[src/rtl/qst_pkg.sv]
// Shared types and constants of the quoted shell tokenizer.
// Used by every module under rtl; depends on nothing.
package qst_pkg;

	localparam int unsigned CapWidth   = 16;
	localparam int unsigned LenWidth   = 16;
	localparam int unsigned ByteWidth  = 8;
	localparam int unsigned QueueDepth = 4;
	localparam int unsigned QueuePtrW  = $clog2(QueueDepth);

	localparam logic [CapWidth-1:0] CapReset = 16'd64;

	localparam logic [ByteWidth-1:0] ChBackslash = 8'h5C;
	localparam logic [ByteWidth-1:0] ChSquote    = 8'h27;
	localparam logic [ByteWidth-1:0] ChDquote    = 8'h22;
	localparam logic [ByteWidth-1:0] ChSpace     = 8'h20;
	localparam logic [ByteWidth-1:0] ChTab       = 8'h09;
	localparam logic [ByteWidth-1:0] ChLf        = 8'h0A;
	localparam logic [ByteWidth-1:0] ChCr        = 8'h0D;

	localparam int unsigned RegTokenCapacity = 0;

	typedef enum logic [2:0] {
		K_BYTE = 3'd0,
		K_DONE = 3'd1,
		K_BADQ = 3'd2,
		K_LONG = 3'd3,
		K_EOL  = 3'd4
	} kind_t;

	typedef enum logic [1:0] {
		PH_IDLE    = 2'd0,
		PH_WORD    = 2'd1,
		PH_DISCARD = 2'd2
	} phase_t;

	typedef enum logic [1:0] {
		Q_NONE   = 2'd0,
		Q_SINGLE = 2'd1,
		Q_DOUBLE = 2'd2
	} quote_t;

	typedef struct packed {
		kind_t                 kind;
		logic [ByteWidth-1:0]  word_byte;
		logic [LenWidth-1:0]   word_length;
		logic                  last;
	} result_t;

	// Up to two results per request, both written to the queue in the same cycle.
	typedef struct packed {
		logic [1:0] n;
		result_t    r0;
		result_t    r1;
	} push_t;

	function automatic logic is_sep(input logic [ByteWidth-1:0] c);
		return (c == ChSpace) || (c == ChTab) || (c == ChLf) || (c == ChCr);
	endfunction

endpackage

[src/rtl/qst_cfg.sv]
// APB-style register file holding token_capacity.
// Depends on qst_pkg.
module qst_cfg (
	input  logic                          clk,
	input  logic                          arst_n,
	input  logic                          psel,
	input  logic                          penable,
	input  logic                          pwrite,
	input  logic [2:0]                    paddr,
	input  logic [31:0]                   pwdata,
	output logic [31:0]                   prdata,
	output logic                          pready,
	output logic [qst_pkg::CapWidth-1:0]  cap
);
	import qst_pkg::*;

	logic [CapWidth-1:0] cap_q;
	logic                sel_cap;

	assign sel_cap = (paddr[2] == RegTokenCapacity[0]);
	assign pready  = 1'b1;
	assign cap     = cap_q;

	always_ff @(posedge clk or negedge arst_n) begin
		if (!arst_n) begin
			cap_q <= CapReset;
		end else if (psel && penable && pwrite && pready && sel_cap) begin
			cap_q <= pwdata[CapWidth-1:0];
		end
	end

	always_comb begin
		prdata = '0;
		if (sel_cap) begin
			prdata = {{(32-CapWidth){1'b0}}, cap_q};
		end
	end

endmodule

[src/rtl/qst_core.sv]
// Input register, word-splitting state and the per-byte decision logic.
// Depends on qst_pkg; feeds qst_resq.
module qst_core (
	input  logic                          clk,
	input  logic                          arst_n,
	input  logic                          in_valid,
	output logic                          in_stall,
	input  logic [qst_pkg::ByteWidth-1:0] text_byte,
	input  logic                          end_of_line,
	input  logic [qst_pkg::CapWidth-1:0]  cap,
	input  logic                          room,
	output qst_pkg::push_t                push
);
	import qst_pkg::*;

	logic                  valid_s1;
	logic [ByteWidth-1:0]  byte_s1;
	logic                  eol_s1;
	logic                  adv;

	phase_t                phase_q, phase_n;
	quote_t                quote_q, quote_n;
	logic                  esc_q, esc_n;
	logic [LenWidth-1:0]   len_q, len_n;

	logic                  sep;
	logic                  literal;
	logic [LenWidth:0]     len_inc;
	push_t                 step;

	assign adv      = valid_s1 && room;
	assign in_stall = valid_s1 && !room;
	assign sep      = is_sep(byte_s1);
	assign len_inc  = {1'b0, len_q} + {{LenWidth{1'b0}}, 1'b1};

	always_ff @(posedge clk or negedge arst_n) begin
		if (!arst_n) begin
			valid_s1 <= 1'b0;
		end else if (!in_stall) begin
			valid_s1 <= in_valid;
		end
	end

	always_ff @(posedge clk) begin
		if (!in_stall && in_valid) begin
			byte_s1 <= text_byte;
			eol_s1  <= end_of_line;
		end
	end

	always_ff @(posedge clk or negedge arst_n) begin
		if (!arst_n) begin
			phase_q <= PH_IDLE;
			quote_q <= Q_NONE;
			esc_q   <= 1'b0;
			len_q   <= '0;
		end else if (adv) begin
			phase_q <= phase_n;
			quote_q <= quote_n;
			esc_q   <= esc_n;
			len_q   <= len_n;
		end
	end

	always_comb begin
		phase_n = phase_q;
		quote_n = quote_q;
		esc_n   = esc_q;
		len_n   = len_q;
		literal = 1'b0;
		step.n  = 2'd0;
		step.r0 = '{kind: K_BYTE, word_byte: '0, word_length: '0, last: 1'b0};
		step.r1 = '{kind: K_EOL, word_byte: '0, word_length: '0, last: 1'b1};
		if (eol_s1) begin
			if (phase_q == PH_WORD) begin
				step.n           = 2'd2;
				step.r0.kind     = (esc_q || quote_q != Q_NONE) ? K_BADQ : K_DONE;
				step.r0.word_length = len_q;
			end else begin
				step.n  = 2'd1;
				step.r0 = step.r1;
			end
			phase_n = PH_IDLE;
			quote_n = Q_NONE;
			esc_n   = 1'b0;
			len_n   = '0;
		end else if (phase_q != PH_DISCARD && !(phase_q == PH_IDLE && sep)) begin
			phase_n = PH_WORD;
			priority if (esc_q) begin
				esc_n   = 1'b0;
				literal = 1'b1;
			end else if (quote_q == Q_NONE && sep) begin
				step.n              = 2'd1;
				step.r0.kind        = K_DONE;
				step.r0.word_length = len_q;
				step.r0.last        = 1'b1;
				phase_n = PH_IDLE;
				len_n   = '0;
			end else if (byte_s1 == ChBackslash && quote_q != Q_SINGLE) begin
				esc_n = 1'b1;
			end else if (byte_s1 == ChSquote && quote_q != Q_DOUBLE) begin
				quote_n = (quote_q == Q_NONE) ? Q_SINGLE : Q_NONE;
			end else if (byte_s1 == ChDquote && quote_q != Q_SINGLE) begin
				quote_n = (quote_q == Q_NONE) ? Q_DOUBLE : Q_NONE;
			end else begin
				literal = 1'b1;
			end
			if (literal) begin
				step.n       = 2'd1;
				step.r0.last = 1'b1;
				if (len_inc >= {1'b0, cap}) begin
					step.r0.kind        = K_LONG;
					step.r0.word_length = len_q;
					phase_n = PH_DISCARD;
					quote_n = Q_NONE;
					esc_n   = 1'b0;
					len_n   = '0;
				end else begin
					step.r0.word_byte   = byte_s1;
					step.r0.word_length = len_inc[LenWidth-1:0];
					len_n = len_inc[LenWidth-1:0];
				end
			end
		end
	end

	always_comb begin
		push   = step;
		push.n = adv ? step.n : 2'd0;
	end

	a_discard_clean: assert property (@(posedge clk) disable iff (!arst_n)
		phase_q == PH_DISCARD |-> (quote_q == Q_NONE && !esc_q && len_q == '0))
		else $error("discard phase holds word state");

	a_idle_clean: assert property (@(posedge clk) disable iff (!arst_n)
		phase_q == PH_IDLE |-> (quote_q == Q_NONE && !esc_q && len_q == '0))
		else $error("idle phase holds word state");

	a_eol_resets: assert property (@(posedge clk) disable iff (!arst_n)
		adv && eol_s1 |=> phase_q == PH_IDLE)
		else $error("line end did not return to idle");

endmodule

[src/rtl/qst_resq.sv]
// Small result queue: takes up to two results a cycle while it has room, hands out one unless out_stall holds.
// Depends on qst_pkg; decouples the core from output stalls.
module qst_resq (
	input  logic                clk,
	input  logic                arst_n,
	input  qst_pkg::push_t      push,
	output logic                room,
	output logic                out_valid,
	input  logic                out_stall,
	output qst_pkg::result_t    head
);
	import qst_pkg::*;

	result_t              mem_q [QueueDepth];
	logic [QueuePtrW-1:0] wr_q;
	logic [QueuePtrW-1:0] rd_q;
	logic [QueuePtrW:0]   cnt_q;
	logic                 pop;
	logic [QueuePtrW-1:0] wr_nxt;

	assign out_valid = (cnt_q != '0);
	assign pop       = out_valid && !out_stall;
	assign room      = (cnt_q <= (QueuePtrW + 1)'(QueueDepth - 2));
	assign head      = mem_q[rd_q];
	assign wr_nxt    = wr_q + {{(QueuePtrW-1){1'b0}}, 1'b1};

	always_ff @(posedge clk) begin
		if (push.n != 2'd0) begin
			mem_q[wr_q] <= push.r0;
		end
		if (push.n == 2'd2) begin
			mem_q[wr_nxt] <= push.r1;
		end
	end

	always_ff @(posedge clk or negedge arst_n) begin
		if (!arst_n) begin
			wr_q  <= '0;
			rd_q  <= '0;
			cnt_q <= '0;
		end else begin
			wr_q  <= wr_q + QueuePtrW'(push.n);
			rd_q  <= rd_q + QueuePtrW'(pop);
			cnt_q <= cnt_q + (QueuePtrW + 1)'(push.n) - (QueuePtrW + 1)'(pop);
		end
	end

	a_no_overflow: assert property (@(posedge clk) disable iff (!arst_n)
		cnt_q <= (QueuePtrW + 1)'(QueueDepth))
		else $error("result queue overflow");

	a_push_has_room: assert property (@(posedge clk) disable iff (!arst_n)
		push.n != 2'd0 |-> room)
		else $error("push without room");

	a_pop_drains: assert property (@(posedge clk) disable iff (!arst_n)
		pop && push.n == 2'd0 |=> cnt_q == $past(cnt_q) - 1'b1)
		else $error("pop did not drain queue");

endmodule

[src/rtl/quoted_shell_tokenizer.sv]
// channel  | handshake            | payload
// request  | in_valid / in_stall  | text_byte, end_of_line
// result   | out_valid / out_stall| kind, word_byte, word_length, last
// config   | APB psel/penable     | token_capacity at byte address 0
// One request per cycle while in_stall is low: input register, combinational
// decision logic, then a four-entry result queue. A line end inside a word
// gives two results. Requests stall only when the queue lacks room for two
// results. Reset clears the word state and sets token_capacity to 64.
module quoted_shell_tokenizer (
	input  logic        clk,
	input  logic        arst_n,
	input  logic        in_valid,
	output logic        in_stall,
	input  logic [7:0]  text_byte,
	input  logic        end_of_line,
	output logic        out_valid,
	input  logic        out_stall,
	output logic [2:0]  kind,
	output logic [7:0]  word_byte,
	output logic [15:0] word_length,
	output logic        last,
	input  logic        psel,
	input  logic        penable,
	input  logic        pwrite,
	input  logic [2:0]  paddr,
	input  logic [31:0] pwdata,
	output logic [31:0] prdata,
	output logic        pready
);
	import qst_pkg::*;

	logic [CapWidth-1:0] cap;
	logic                room;
	push_t               push;
	result_t             head;

	qst_cfg u_cfg (
		.clk     (clk),
		.arst_n  (arst_n),
		.psel    (psel),
		.penable (penable),
		.pwrite  (pwrite),
		.paddr   (paddr),
		.pwdata  (pwdata),
		.prdata  (prdata),
		.pready  (pready),
		.cap     (cap)
	);

	qst_core u_core (
		.clk         (clk),
		.arst_n      (arst_n),
		.in_valid    (in_valid),
		.in_stall    (in_stall),
		.text_byte   (text_byte),
		.end_of_line (end_of_line),
		.cap         (cap),
		.room        (room),
		.push        (push)
	);

	qst_resq u_resq (
		.clk       (clk),
		.arst_n    (arst_n),
		.push      (push),
		.room      (room),
		.out_valid (out_valid),
		.out_stall (out_stall),
		.head      (head)
	);

	assign kind        = head.kind;
	assign word_byte   = head.word_byte;
	assign word_length = head.word_length;
	assign last        = head.last;

endmodule
[config.mk]
export PLATFORM = sky130hd
export DESIGN_NAME = quoted_shell_tokenizer
export DESIGN_NICKNAME = d
export VERILOG_FILES = /design/src/rtl/qst_pkg.sv /design/src/rtl/qst_cfg.sv /design/src/rtl/qst_core.sv /design/src/rtl/qst_resq.sv /design/src/rtl/quoted_shell_tokenizer.sv
export SDC_FILE = /design/constraint.sdc
export NUM_CORES = 1
export LEC_CHECK = 0
export ABC_AREA = 1
export BUFFER_PORTS_ARGS = -buffer_cell sky130_fd_sc_hd__buf_2
export CELL_PAD_IN_SITES_DETAIL_PLACEMENT = 0
export CELL_PAD_IN_SITES_GLOBAL_PLACEMENT = 1
export CORE_UTILIZATION = 38
export CTS_CLUSTER_DIAMETER = 200
export DETAILED_ROUTE_END_ITERATION = 6
export GPL_ROUTABILITY_DRIVEN = 0
export PLACE_DENSITY = 0.74
export SLEW_MARGIN = 15
export SYNTH_ARGS = -nofsm -noshare
export SYNTH_HDL_FRONTEND = slang
export SYNTH_SLANG_ARGS = --single-unit
[constraint.sdc]
create_clock -name clk -period 3.15 [get_ports clk]
set_input_delay 0.1575 -clock clk [delete_from_list [all_inputs] [get_ports clk]]
set_output_delay 0.1575 -clock clk [all_outputs]
set_load 0.02 [all_outputs]
==> impl_metrics.ini <==
[synthesis]
synth_top_area_share_pct = 23.3
synth-main-ff-cell = dfxtp_1
synth_seq_area_share_pct = 37.9
ys_async_sr_fraction_pct = 27.1
syn-mean-instance-area_um2 = 6.85
synth_area_um2 = 9600
yosysUniqueCellTypes = 40
synth_edf_count = 9
synth_area_leaders = dfxtp_1 (23%), dfrtp_1 (11%), inv_1 (9.1%), nand2_1 (9.1%), a21oi_1 (8.9%)
synth_seq_cells = 166
yosysWarnings = 0
yosys.area.top_type = dfxtp_1
netlist_instances = 1403

[sta]
clock_skew_ns = 0.0166
setup_violations = 0
fin_crit_sh_pct = 95.2
max-slew-margin-rel_pct = 51.5
drv_slew = 0
hold_viol = 0
fmax_mhz = 334
fin_crit_ns = 3.00
hold_ws_ns = 0.228
worstMarginPinSlew_ns = 0.725
rsz0062_at_grt = yes

[global_route]
grt.total_usage_pct = 22.3
grt_max_degree = 46
grt_pass1_vias = 8366
use_met3_pct = 3.11
grt_pass1_wl_mm = 45.7
antenna_found_initial = 0
grt.overflow.total = 0
top_usage_layer = met2
grt.met1_usage_pct = 32.7
grtUsageMet2_pct = 34.9

[cells_and_area]
nFillCells = 2538
nNetsFinal = 1592
multiInputGateArea_um2 = 4790
layout-drive-gt1-share_pct = 15.6
design_area_um2 = 11500
seqCellArea_um2 = 3640
antenna_cells = 0
synthToLayoutAreaGrowth_pct = 19.8

[cts]
worstSkewPairLatency_ns = 0.44
cts-root-buf = clkbuf_16
htreeDepth = 4
clkSinkCount = 166
cts_tree = done
clk_path_buf_depth = 2
clk_pin_slew_ns = 0.07
cts_inserted_buffers = 17

[power_and_ir_drop]
leakagePower_nw = 5.90
power_density_nw_per_um2 = 968
peakVddDrop_uv = 409

[worst_setup_path]
end_kind = flop
cp-start-kind = flop
r2r_slack_ns = 0.15
arrival_ns = 3.33
worstPathMaxFanout = 4
worstPathRequired_ns = 3.48
critical_path_class = flop to flop

[die]
coreArea_um2 = 24500
rows = 57
ios = 114
die_height_um = 161
die-area_um2 = 25900
start_util_pct = 39.1
die_w_um = 161

[job]
drv_cap = 0

[route]
vias_per_cell = 4.96
drc = 0
drt_iter0_markers = 619
wire_per_inst_um = 15.4
ant_nets = 0
vias = 9199
dr.pass1.iters = 5
wl_mm = 28.6

[place]
post_dp_cell_area_um2 = 10300
io_buffer_count = 78
hpwl_mm = 18.4

[outcome]
status = complete, no violations

[worst_hold_path]
hold_class = primary input to flop
worst max-delay path, stage by stage (launching register included):
cell and delay, ns:
dfrtp_1 0.41, ha_4 0.17, nand2_2 0.09, nor2_4 0.13, nand3_1 0.18, xor2_2 0.20
ha_1 0.31, nand2_2 0.07, nor3_2 0.21, inv_1 0.07, nor2_2 0.15, nand2_4 0.07
nand3_2 0.11, inv_1 0.05, ha_1 0.28, nand2_1 0.06, nand3_2 0.10, nand3_1 0.09
nand2_1 0.09, inv_1 0.04
final cells by class:
type	instances	share of cell area (%)
Tap cell	324	3.52
Multi-Input combinational cell	928	41.6
Inverter	241	7.86
Timing Repair Buffer	163	9.97
Clock inverter	12	1.34
Clock buffer	20	4.07
Sequential cell	166	31.6
power breakdown:
group	switching [W]	internal [W]
clock network	0.000980	0.00127
registers	0.000423	0.00310
logic	0.00351	0.00185
total	0.00491	0.00622
what timing repair did:
item                       in CTS  in global routing
setup buffers                   0                  9
gates resized for setup         2                 44
pin swaps                       0                  6
gates cloned                    1                  0
setup endpoints to repair      44                107
hold endpoints to repair       70                  0
hold buffers                   27                  0
routing by layer:
layer | wire [µm] | part of all wire, % | vias up
met2 | 12900 | 45 | 253
met4 | 198 | 0.69 | 0
met5 | 0 | 0 | -
li1 | - | - | 4692
met3 | 1320 | 4.6 | 19
met1 | 14200 | 50 | 4235
registers in the layout (all words and copies together), names as in the netlist, 2 cells and up:
| register | flops |
|---|---|
| u_resq.cnt_q | 3 |
| u_core.byte_s1 | 8 |
| u_core.phase_q | 2 |
| u_cfg.cap | 16 |
| u_core.len_q | 16 |
| u_core.quote_q | 2 |
| u_resq.wr_q | 2 |
| u_resq.mem_q | 112 |
| u_resq.rd_q | 2 |
synth_stat cells (all sizes together), types with 9 or more instances:
cell type  instances
nor2             167
dfxtp            112
clkbuf            28
edfxtp             9
inv              239
xor2              10
o21ai             87
ha                23
a21oi            171
dfrtp             44
nand3            150
nand4             21
o22ai             26
buf               56
nand2            241
cells in the final DEF (no fill, tap or decap), types with 3 or more instances in the layout:
cell | netlist | routed
inv_1 | 233 | 233
nand2_1 | 233 | 218
a21oi_1 | 170 | 170
nor2_1 | 155 | 147
nand3_1 | 141 | 138
dfxtp_1 | 112 | 112
o21ai_0 | 81 | 79
buf_2 | 24 | 77
buf_4 | 20 | 53
dfrtp_1 | 44 | 44
dlygate4sd3_1 | 0 | 27
o22ai_1 | 26 | 26
ha_1 | 23 | 21
nand4_1 | 20 | 20
nand2_2 | 5 | 18
clkbuf_16 | 0 | 18
conb_1 | 2 | 17
nor2_2 | 7 | 11
nand3_2 | 7 | 10
edfxtp_1 | 9 | 9
o21ai_1 | 6 | 8
xor2_1 | 10 | 8
inv_2 | 6 | 6
nand2_4 | 3 | 5
nor2_4 | 1 | 5
nor2_8 | 4 | 4
inv_8 | 0 | 4
nor3_1 | 6 | 3
nor3_2 | 0 | 3
inv_6 | 0 | 3
buf_6 | 11 | 3
buf_12 | 0 | 3
kinds of logic after synthesis:
kind of cell	share of synthesized area, %
adders and majority gates	3.20
other	0.0782
xor gates and xnor gates	1.09
buffers and inverters	14.7
DFF	37.9
AOI/OAI and AO/OA	15.6
and+or+nand+nor	27.5
stage by stage:
step	util, %	total power [W]	setup slack [ns]	std cells	setup TNS (ns)
after floorplan	-	0.00737	0.141	1418	0
after global placement	42.1	0.00870	-0.0430	1785	-0.970
after detailed placement	42.1	0.00878	-0.110	1785	-2.65
after CTS	45.8	0.0111	0.0395	1845	0
after global routing	46.9	0.0121	-0.0665	1854	-1.01
final	46.9	0.0111	0.152	1854	0
final timing paths:
| kind | depth (start not counted) | startpoint | endpoint |
|---|---|---|---|
| max | 19 | u_core.len_q[0] | u_resq.mem_q[3][1] |
| min | 3 | out_stall | u_resq.rd_q[0] |
| max reg2reg | 19 | u_core.len_q[0] | u_resq.mem_q[3][1] |
| min reg2reg | 2 | u_resq.mem_q[2][27] | u_resq.mem_q[2][27] |
| max in group asynchronous | 2 | arst_n | u_core.len_q[9] |
| min in group asynchronous | 2 | arst_n | u_resq.cnt_q[1] |
Power figures use the tool's default switching activity.
